### src/rtl/delx_pkg.sv
package delx_pkg;

  // token kinds
  localparam logic [3:0] K_LP    = 4'd0;
  localparam logic [3:0] K_RP    = 4'd1;
  localparam logic [3:0] K_MUL   = 4'd2;
  localparam logic [3:0] K_DIV   = 4'd3;
  localparam logic [3:0] K_ADD   = 4'd4;
  localparam logic [3:0] K_SUB   = 4'd5;
  localparam logic [3:0] K_EQ    = 4'd6;
  localparam logic [3:0] K_NEQ   = 4'd7;
  localparam logic [3:0] K_HEX   = 4'd8;
  localparam logic [3:0] K_DEC   = 4'd9;
  localparam logic [3:0] K_REG   = 4'd10;
  localparam logic [3:0] K_DEREF = 4'd11;
  localparam logic [3:0] K_AND   = 4'd12;
  localparam logic [3:0] K_END   = 4'd13;

  // result status codes
  localparam logic [1:0] ST_OK       = 2'd0;
  localparam logic [1:0] ST_NOMATCH  = 2'd1;
  localparam logic [1:0] ST_OVERFLOW = 2'd2;

  // characters
  localparam logic [7:0] CH_NUL   = 8'h00;
  localparam logic [7:0] CH_SPACE = 8'h20;
  localparam logic [7:0] CH_BANG  = 8'h21;
  localparam logic [7:0] CH_DOLLAR = 8'h24;
  localparam logic [7:0] CH_AMP   = 8'h26;
  localparam logic [7:0] CH_LP    = 8'h28;
  localparam logic [7:0] CH_RP    = 8'h29;
  localparam logic [7:0] CH_STAR  = 8'h2A;
  localparam logic [7:0] CH_PLUS  = 8'h2B;
  localparam logic [7:0] CH_MINUS = 8'h2D;
  localparam logic [7:0] CH_SLASH = 8'h2F;
  localparam logic [7:0] CH_ZERO  = 8'h30;
  localparam logic [7:0] CH_NINE  = 8'h39;
  localparam logic [7:0] CH_EQ    = 8'h3D;
  localparam logic [7:0] CH_UA    = 8'h41;
  localparam logic [7:0] CH_UF    = 8'h46;
  localparam logic [7:0] CH_UX    = 8'h58;
  localparam logic [7:0] CH_UZ    = 8'h5A;
  localparam logic [7:0] CH_LA    = 8'h61;
  localparam logic [7:0] CH_LF    = 8'h66;
  localparam logic [7:0] CH_LX    = 8'h78;
  localparam logic [7:0] CH_LZ    = 8'h7A;

  // result queue geometry
  localparam int OQ_DEPTH = 4;
  localparam int OQ_AW    = 2;
  localparam int OQ_CW    = 3;

  typedef enum logic [3:0] {
    M_IDLE = 4'd0,
    M_EQ1  = 4'd1,
    M_NE1  = 4'd2,
    M_AND1 = 4'd3,
    M_ZERO = 4'd4,
    M_HEXP = 4'd5,
    M_HEX  = 4'd6,
    M_DEC  = 4'd7,
    M_REG0 = 4'd8,
    M_REGL = 4'd9,
    M_REGD = 4'd10
  } mode_t;

  typedef struct packed {
    logic [3:0]  kind;
    logic [15:0] start;
    logic [15:0] len;
    logic [1:0]  status;
    logic        fin;
  } res_t;

  // push side of the result queue
  typedef struct packed {
    logic [1:0]      cnt;
    res_t [1:0]      data;
  } oq_push_t;

  function automatic logic is_dig(input logic [7:0] c);
    return (c >= CH_ZERO) && (c <= CH_NINE);
  endfunction

  function automatic logic is_let(input logic [7:0] c);
    return ((c >= CH_LA) && (c <= CH_LZ)) || ((c >= CH_UA) && (c <= CH_UZ));
  endfunction

  function automatic logic is_hex(input logic [7:0] c);
    return is_dig(c) || ((c >= CH_LA) && (c <= CH_LF)) || ((c >= CH_UA) && (c <= CH_UF));
  endfunction

  // saturate a position or length to the 16-bit result field
  function automatic logic [15:0] clip16(input logic [32:0] v);
    return (v > 33'd65535) ? 16'hFFFF : v[15:0];
  endfunction

endpackage

### src/rtl/delx_outq.sv
module delx_outq (
  input  logic               clk,
  input  logic               rst_n,
  input  delx_pkg::oq_push_t push,
  output logic [2:0]         free,
  output logic               out_valid,
  input  logic               out_stall,
  output delx_pkg::res_t     head
);
  import delx_pkg::*;

  res_t              mem_r [OQ_DEPTH];
  logic [OQ_AW-1:0]  wr_ptr_r, wr_ptr_nxt;
  logic [OQ_AW-1:0]  rd_ptr_r, rd_ptr_nxt;
  logic [OQ_CW-1:0]  cnt_r, cnt_nxt;
  logic              pop;

  assign pop       = (cnt_r != '0) && !out_stall;
  assign out_valid = (cnt_r != '0);
  assign head      = mem_r[rd_ptr_r];
  assign free      = OQ_CW'(OQ_DEPTH) - cnt_r;

  assign wr_ptr_nxt = wr_ptr_r + OQ_AW'(push.cnt);
  assign rd_ptr_nxt = rd_ptr_r + OQ_AW'(pop);
  assign cnt_nxt    = cnt_r + OQ_CW'(push.cnt) - OQ_CW'(pop);

  always_ff @(posedge clk) begin
    if (!rst_n) begin
      wr_ptr_r <= '0;
      rd_ptr_r <= '0;
      cnt_r    <= '0;
    end else begin
      wr_ptr_r <= wr_ptr_nxt;
      rd_ptr_r <= rd_ptr_nxt;
      cnt_r    <= cnt_nxt;
    end
  end

  always_ff @(posedge clk) begin
    if (push.cnt != 2'd0) begin
      mem_r[wr_ptr_r] <= push.data[0];
    end
    if (push.cnt == 2'd2) begin
      mem_r[wr_ptr_r + OQ_AW'(1)] <= push.data[1];
    end
  end

endmodule

### config.mk
export PLATFORM = sky130hd
export DESIGN_NAME = delx_outq
export DESIGN_NICKNAME = d
export VERILOG_FILES = /design/src/rtl/delx_pkg.sv /design/src/rtl/delx_outq.sv
export SDC_FILE = /design/constraint.sdc
export NUM_CORES = 1
export LEC_CHECK = 0
export BUFFER_PORTS_ARGS = -buffer_cell sky130_fd_sc_hd__buf_4
export CAP_MARGIN = 20
export CORE_ASPECT_RATIO = 0.9
export CORE_UTILIZATION = 61
export CTS_BUF_LIST = sky130_fd_sc_hd__clkbuf_16
export CTS_CLUSTER_DIAMETER = 40
export DETAILED_ROUTE_END_ITERATION = 6
export PLACE_DENSITY = 0.95
export SLEW_MARGIN = 20
export SYNTH_ARGS = -nofsm -noshare
export SYNTH_HDL_FRONTEND = slang
export SYNTH_SLANG_ARGS = --single-unit
### constraint.sdc
create_clock -name clk -period 8.69 [get_ports clk]
set_input_delay 2.607 -clock clk [delete_from_list [all_inputs] [get_ports clk]]
set_output_delay 2.607 -clock clk [all_outputs]
set_load 0.02 [all_outputs]
* Word level (Yosys, flattened, before mapping)
Memory sizes are Yosys's and may differ from the RTL's. A register that Yosys moved wholly into a read port is not among the register bits.
Cells that the tools add are included.
** Word-level totals
- ROM bits :: 0
- RAM bits :: 156
- Memories kept :: 1
- Flip-flop bits (word level) :: 7
- Latch bits :: 0
- Output and inout bits :: 43
** Memories
- mem_r :: depth 4, width 39, read ports 1, clocked after Yosys merged registers in 1, write ports 2, line delx_outq.sv:12 : res_t mem_r [OQ_DEPTH];
** Operators by class
- Bitwise gates (word level) :: 0
- Mux-type cells :: 5
- Reduce and logical (&&, ||, !) cells :: 4
- $mul :: 0
- Equality and inequality tests :: 1
- $add $sub $neg :: 6
- Shifts and indexed selects :: 0
- Div/mod/pow operators :: 0
- Magnitude comparators :: 0
** Operators by type and width (number)
- $mux W1 :: 4
- $add A3 B2 Y3 :: 1
- $reduce_bool A3 Y1 :: 1
- $sub A3 B1 Y3 :: 1
- $sub A3 B3 Y3 const A :: 1
- $add A2 B1 Y2 :: 1
- $add A2 B1 Y2 const B :: 1
- $add A2 B2 Y2 :: 1
- $eq A2 B2 Y1 const B :: 1
- $mux W2 :: 1
- $reduce_bool A2 Y1 :: 1
- $logic_and A1 B1 Y1 :: 1
- $logic_not A1 Y1 :: 1

* Depth between registers and ports, before layout
Gate-level depths: netlist of the first run.
- Depth in word-level cells :: 4
- Depth in mapped cells :: 9

* Least setup slack after synthesis of the first run
No wires, ideal clock.
- Path type :: input to register
- Start :: input port push[79] in the netlist's numbering
- End :: memory mem_r[0][0] in the netlist's numbering (enable)
- Setup time :: 0.489 ns
- Setup slack :: 2.581 ns
- Stages :: 3
- Arrival time :: 5.620 ns
- Cell sequence :: buf_2 o21bai_1 o21ai_0
** RTL lines
- start: declaration :: line delx_outq.sv:4 : input delx_pkg::oq_push_t push,
- end: declaration :: line delx_outq.sv:12

==> flow_summary.toml, run 1 <==
[clocking]
postCtsSetupBuffers = 0
h-tree-depth = 4
path_clk_slew_ns = 0.05
worstSkewPairLatency_ns = 0.43
root_buffer = "clkbuf_16"
cts_tree = "built"
clock_path_buffers = 2
cts_buffers = 17
cts.sinks = 163
cts_hold_buf = 0
cts_resized = 0

[power]
vdd.ir_drop.worst_v = 0.0001532
p_per_area_nw_per_um2 = 230.2
clkPwrFrac = 0.286
switchingPower_uw = 606.0
power_frac_seq = 0.457
p_leak_nw = 3.427
p_int_mw = 1.599
power_frac_comb = 0.257
switching_share = 0.2748

[routing]
dr.pass1.iters = 4
initialDrtViolationCount = 377
vias_per_cell = 6.150
detail-route-antenna-nets = 0
via_count = 4471
wirelength_um = 16440
drc = 0
routedWlPerCell_um = 22.62

[layout]
fin_nets = 640
n_antenna_cell = 0
layout_common_cells = "edfxtp_1, mux2_2, buf_4"
area_growth_pct = 19.46
drive_gt1_frac = 0.6323
layout_commonest_cell = "edfxtp_1"

[setup_path]
crit_end = "head[26]"
ff2ff_path_depth = 4
crit_path_max_incr_delay_ns = 0.64
path_cells = "buf_4 > mux4_2 > buf_4"
worst_path_max_delay_cell = "dfxtp_2"
cp.buffers_inverters = 2
worstPathRequired_ns = 6.08
critPathLaunch = "rd_ptr_r[0]"
worstSetupEndpointType = "output port"
arrival_ns = 2.48
cp.depth = 3
path_max_fanout = 27
cpMostUsedCell = "buf_4"
r2r-end = "mem_r[2][37]"
regToRegSetupSlack_ns = 6.14
cp-start-kind = "flop"
critical-path-top-delay-family = "buffers and inverters"
crit_type = "reg2out"
r2r_start = "wr_ptr_r[1]"

[sta]
finalCritPeriodShare = 0.5849
setup_viol = 0
finalHoldViolCount = 0
max_freq_mhz = 196.7
slew_headroom = 0.4522
holdWs_ns = 0.5726
slew_violations = 0
finClkSkew_ns = 0.005777
tns_ns = 0
grt_setup_unrepaired = "no"
worst_pin_slew_ns = 0.8218
layout_min_cycle_time_ns = 5.083

[global_route]
overflow = 0
first_global_vias = 4683
grt_pass1_wl_um = 25230
grt_max_degree = 42
antenna_found_initial = 0
track_usage = 0.2581

[floorplanning]
die-area_um2 = 13610
initial_core_util = 0.6295
std_cell_rows = 39
die_y_um = 110.8
ioPinCount = 126
fp.dieW_um = 122.8
core_area_um2 = 12740

[yosys]
muxShareOfSynthArea = 0.3358
synthArstFlopShare = 0
ys_seq_area_frac = 0.6017
yosysWarnings = 0
synth_compound_area_frac = 0.004682
synth-seq-cells = 163
yosys.area_share.simple = 0.01670
synth.net_count = 515
syn_avg_cell_area_um2 = 18.82
synth_top_family_by_area = "multiplexers"
syn_inst = 426
synth_cell_types = 31
synthAdderAreaFrac = 0.01030
synth_top_flop_cell = "edfxtp_1"
synth-edff-count = 156
synth_area_um2 = 8018
synthXorXnorAreaFrac = 0.005618

[placed_design]
dp_hpwl_um = 9663
port_buffers = 125
gp_congestion = 0.7754

[run_status]
status = "finished clean"

[min_path]
hold_path_class = "reg2reg"

[flow_run]
drv_cap = 0
==> kinds of logic after synthesis <==
kind of cell | count (synthesis)
AO/OA/AOI/OAI | 6
XOR/XNOR | 2
buffers and inverters | 35
adder cells (fa/ha/maj) | 6
flip-flops | 163
multiplexers | 197
AND/OR/NAND/NOR | 17
==> area by class of cell <==
cell class | count | area (um^2)
inverter | 8 | 30.03
tap | 164 | 205.2
sequential | 163 | 4830
clock buffer | 17 | 425.4
clock inverter | 14 | 60.06
multi-input combinational | 228 | 3029
timing repair buffer | 133 | 998.5
fill | 748 | 3158
==> synthesized netlist by cell type, types with 3 or more instances <==
library cell  instances  area, um^2
buf_6                 3       33.78
buf_4                 5       37.54
ha_1                  5       62.56
mux2_2              144        1622
buf_2                14       70.07
dfxtp_1               7       140.1
o21ai_0               3       15.01
buf_1                 3       11.26
mux4_2               39       878.3
mux2_4               10       150.1
edfxtp_1            156        4684
and2_1                3       18.77
inv_1                 8       30.03
==> state kept, by name (all words and copies together), names as in the netlist <==
name and cells:
wr_ptr_r 2, mem_r 156, cnt_r 3, rd_ptr_r 2
==> tightest hold or removal path: cells and delay by family, from the launching register on <==
family	cells	cell delay, ns
flops	1	0.34
xor+xnor	1	0.14
simple gates	1	0.05
==> power by group through the flow <==
stage / logic [mW] / clock network (mW) / registers (mW)
after CTS: 0.573 / 0.636 / 1.01
after floorplan: 0.377 / 0 / 1.00
final: 0.566 / 0.631 / 1.01
after detailed placement: 0.568 / 0 / 1.03
after global placement: 0.553 / 0 / 1.02
after global routing: 0.602 / 0.667 / 1.02
==> stage by stage <==
step	instance area, um^2	util	instances	power [mW]	setup WS (ns)
after global routing	9578	0.7520	727	2.288	3.425
after CTS	9575	0.7518	727	2.220	3.526
final	9578	0.7520	727	2.205	3.607
after global placement	9090	0.7137	696	1.573	3.934
after detailed placement	9090	0.7137	696	1.595	3.893
after floorplan	8018	-	426	1.378	2.581
==> worst min-delay path by stage <==
stage / start / to / slack, ns / depth (start not counted)
6_report: cnt_r[2] / cnt_r[2] / 0.57 / 2
2_1_floorplan: cnt_r[2] / cnt_r[2] / 0.52 / 2
3_5_place_dp: cnt_r[2] / cnt_r[2] / 0.56 / 2
5_1_grt: cnt_r[2] / cnt_r[2] / 0.62 / 2
4_1_cts: cnt_r[2] / cnt_r[2] / 0.57 / 2
3_3_place_gp: cnt_r[2] / cnt_r[2] / 0.53 / 2
==> per-layer routing <==
metal / GRT usage / share of wire / vias to the layer above
met5: 0 / 0 / -
met1: 0.3412 / 0.41 / 2291
met3: 0.05761 / 0.069 / 23
met2: 0.4195 / 0.50 / 171
met4: 0.09268 / 0.015 / 0
li1: - / - / 1986
Power figures use the tool's default switching activity.
==> run 2, diff against run 1 <==
Settings changed: CORE_UTILIZATION 61 to 57, PLACE_DENSITY 0.95 to 0.9.
Clock period 8.69 ns to 4.9 ns, I/O delays scaled along.
==> run 2 against run 1 <==
Effect of this change: sequential share of layout area decreased by 0.92 points; setup slack worse by 2.4 ns; global-route usage shrank 1.2 points; final area grew 1.9%; critical path depth shrank 1; utilization shrank 3.0 points; critical path type unchanged.
==> flow_summary.toml, run 2 (synthesis gave the netlist of run 1 again) <==
[sta]
slew_headroom = 0.4319
worst_pin_slew_ns = 0.8522
layout_min_cycle_time_ns = 3.665
finalWorstSetupSlack_ns = 1.235
max_freq_mhz = 272.8
setup_viol = 0
holdWs_ns = 0.5623
tns_ns = 0
finalCritPeriodShare = 0.7480
slew_violations = 0
grt_setup_unrepaired = "no"
finClkSkew_ns = 0.006000
finalHoldViolCount = 0

[placed_design]
gp_congestion = 0.7583
dp_hpwl_um = 10280
place_ws_ns = 1.423
port_buffers = 125

[floorplanning]
die_y_um = 114.5
initial_core_util = 0.5933
ioPinCount = 126
die-area_um2 = 14550
fp.dieW_um = 127.0
core_area_um2 = 13510
std_cell_rows = 40

[setup_path]
path_cells = "mux4_2 > buf_4"
regToRegSetupSlack_ns = 2.55
crit_path_max_incr_delay_ns = 0.90
worst_path_max_delay_cell = "dfxtp_4"
worstSetupEndpointType = "output port"
worstPathRequired_ns = 3.43
cp-start-kind = "flop"
ff2ff_path_depth = 3
arrival_ns = 2.20
r2r-end = "mem_r[2][1]"
path_max_fanout = 42
r2r_start = "wr_ptr_r[1]"
crit_type = "reg2out"

[min_path]
whs_endpoint = "cnt_r[2]"
hold_path_class = "reg2reg"
hp-start = "cnt_r[2]"
whs_path_depth = 2

[global_route]
grt_pass1_wl_um = 25780
grtUsageMet2 = 0.4117
grt_use_met1 = 0.3145
first_global_vias = 4794
antenna_found_initial = 0
top_usage_layer = "met2"
overflow = 0
grt_use_met3 = 0.07196
track_usage = 0.2462
grt_max_degree = 43

[routing]
vias_per_cell = 6.034
wirelength_um = 16640
drc = 0
routedWlPerCell_um = 22.64
dr.pass1.iters = 4
initialDrtViolationCount = 300
detail-route-antenna-nets = 0
via_count = 4435

[layout]
n_antenna_cell = 0
fin_nets = 643
top_register = "mem_r"
top_regs = "mem_r: 156 flops, cnt_r: 3 flops"
layout_common_cells = "edfxtp_1, mux2_2, buf_4"
largest_register_ff_count = 156
drive_gt1_frac = 0.6473
layout_commonest_cell = "edfxtp_1"
area_growth_pct = 21.69
fin_util = 0.7220

[clocking]
clock_path_buffers = 2
postCtsSetupBuffers = 0
root_buffer = "clkbuf_16"
h-tree-depth = 4
worstSkewPairLatency_ns = 0.43
cts.sinks = 163
cts_resized = 0
cts_buffers = 17
cts_hold_buf = 0
path_clk_slew_ns = 0.06
cts_tree = "built"

[run_status]
status = "finished clean"

[power]
p_per_area_nw_per_um2 = 423.9
p_leak_nw = 3.511
vdd.ir_drop.worst_v = 0.0002513

[flow_run]
drv_cap = 0
[run 2: changes by cell type in the layout (fill, tap and decap cells not counted)]
cell	previous run	this run
clkinv_1	5	1
buf_4	133	135
clkinvlp_4	1	0
clkinv_2	3	6
buf_16	0	1
inv_1	13	10
clkbuf_16	17	23
[run 2: how the worst max path moves through the flow]
stage | startpoint | endpoint | slack [ns] | cells past startpoint
6_report | rd_ptr_r[0] | head[22] | 1.23 | 2
5_1_grt | rd_ptr_r[0] | head[22] | 1.10 | 2
4_1_cts | rd_ptr_r[0] | head[22] | 1.20 | 2
3_5_place_dp | push[78] | mem_r[2][33] | 1.42 | 4
3_3_place_gp | push[78] | mem_r[2][34] | 1.44 | 4
2_1_floorplan | push[79] | mem_r[2][0] | 0.90 | 3
[run 2: report_power, final]
group,internal (mW),total (mW),switching (mW)
Combinational,0.510,0.992,0.482
Clock,0.820,1.33,0.508
Sequential,1.71,1.82,0.104
Total,3.04,4.14,1.09
[run 2: per-stage QoR]
step | power, mW | instance area [um^2] | cells
final | 4.136 | 9757 | 735
after global routing | 4.286 | 9757 | 735
after CTS | 4.157 | 9729 | 734
after detailed placement | 2.836 | 9112 | 702
after global placement | 2.802 | 9112 | 702
after floorplan | 2.441 | 8018 | 426
[run 2: routing by layer]
metal	vias to the layer above	share of wire
met5	-	0
met4	0	0.0091
met3	13	0.091
met2	191	0.50
met1	2240	0.40
li1	1991	-
[run 2: final cells by class]
| class | instances | area, um^2 |
|---|---|---|
| Tap cell | 168 | 210.2 |
| Sequential cell | 163 | 4830 |
| Fill cell | 836 | 3756 |
| Clock buffer | 23 | 575.6 |
| Timing Repair Buffer | 136 | 1041 |
| Multi-Input combinational cell | 228 | 3029 |
| Inverter | 8 | 30.03 |
| Clock inverter | 9 | 41.29 |
[run 2: worst max-delay path: cells and delay by family, from the launching register on]
family / cells / cell delay (ns)
flops: 1 / 0.90
buf+inv: 1 / 0.18
mux: 1 / 0.65
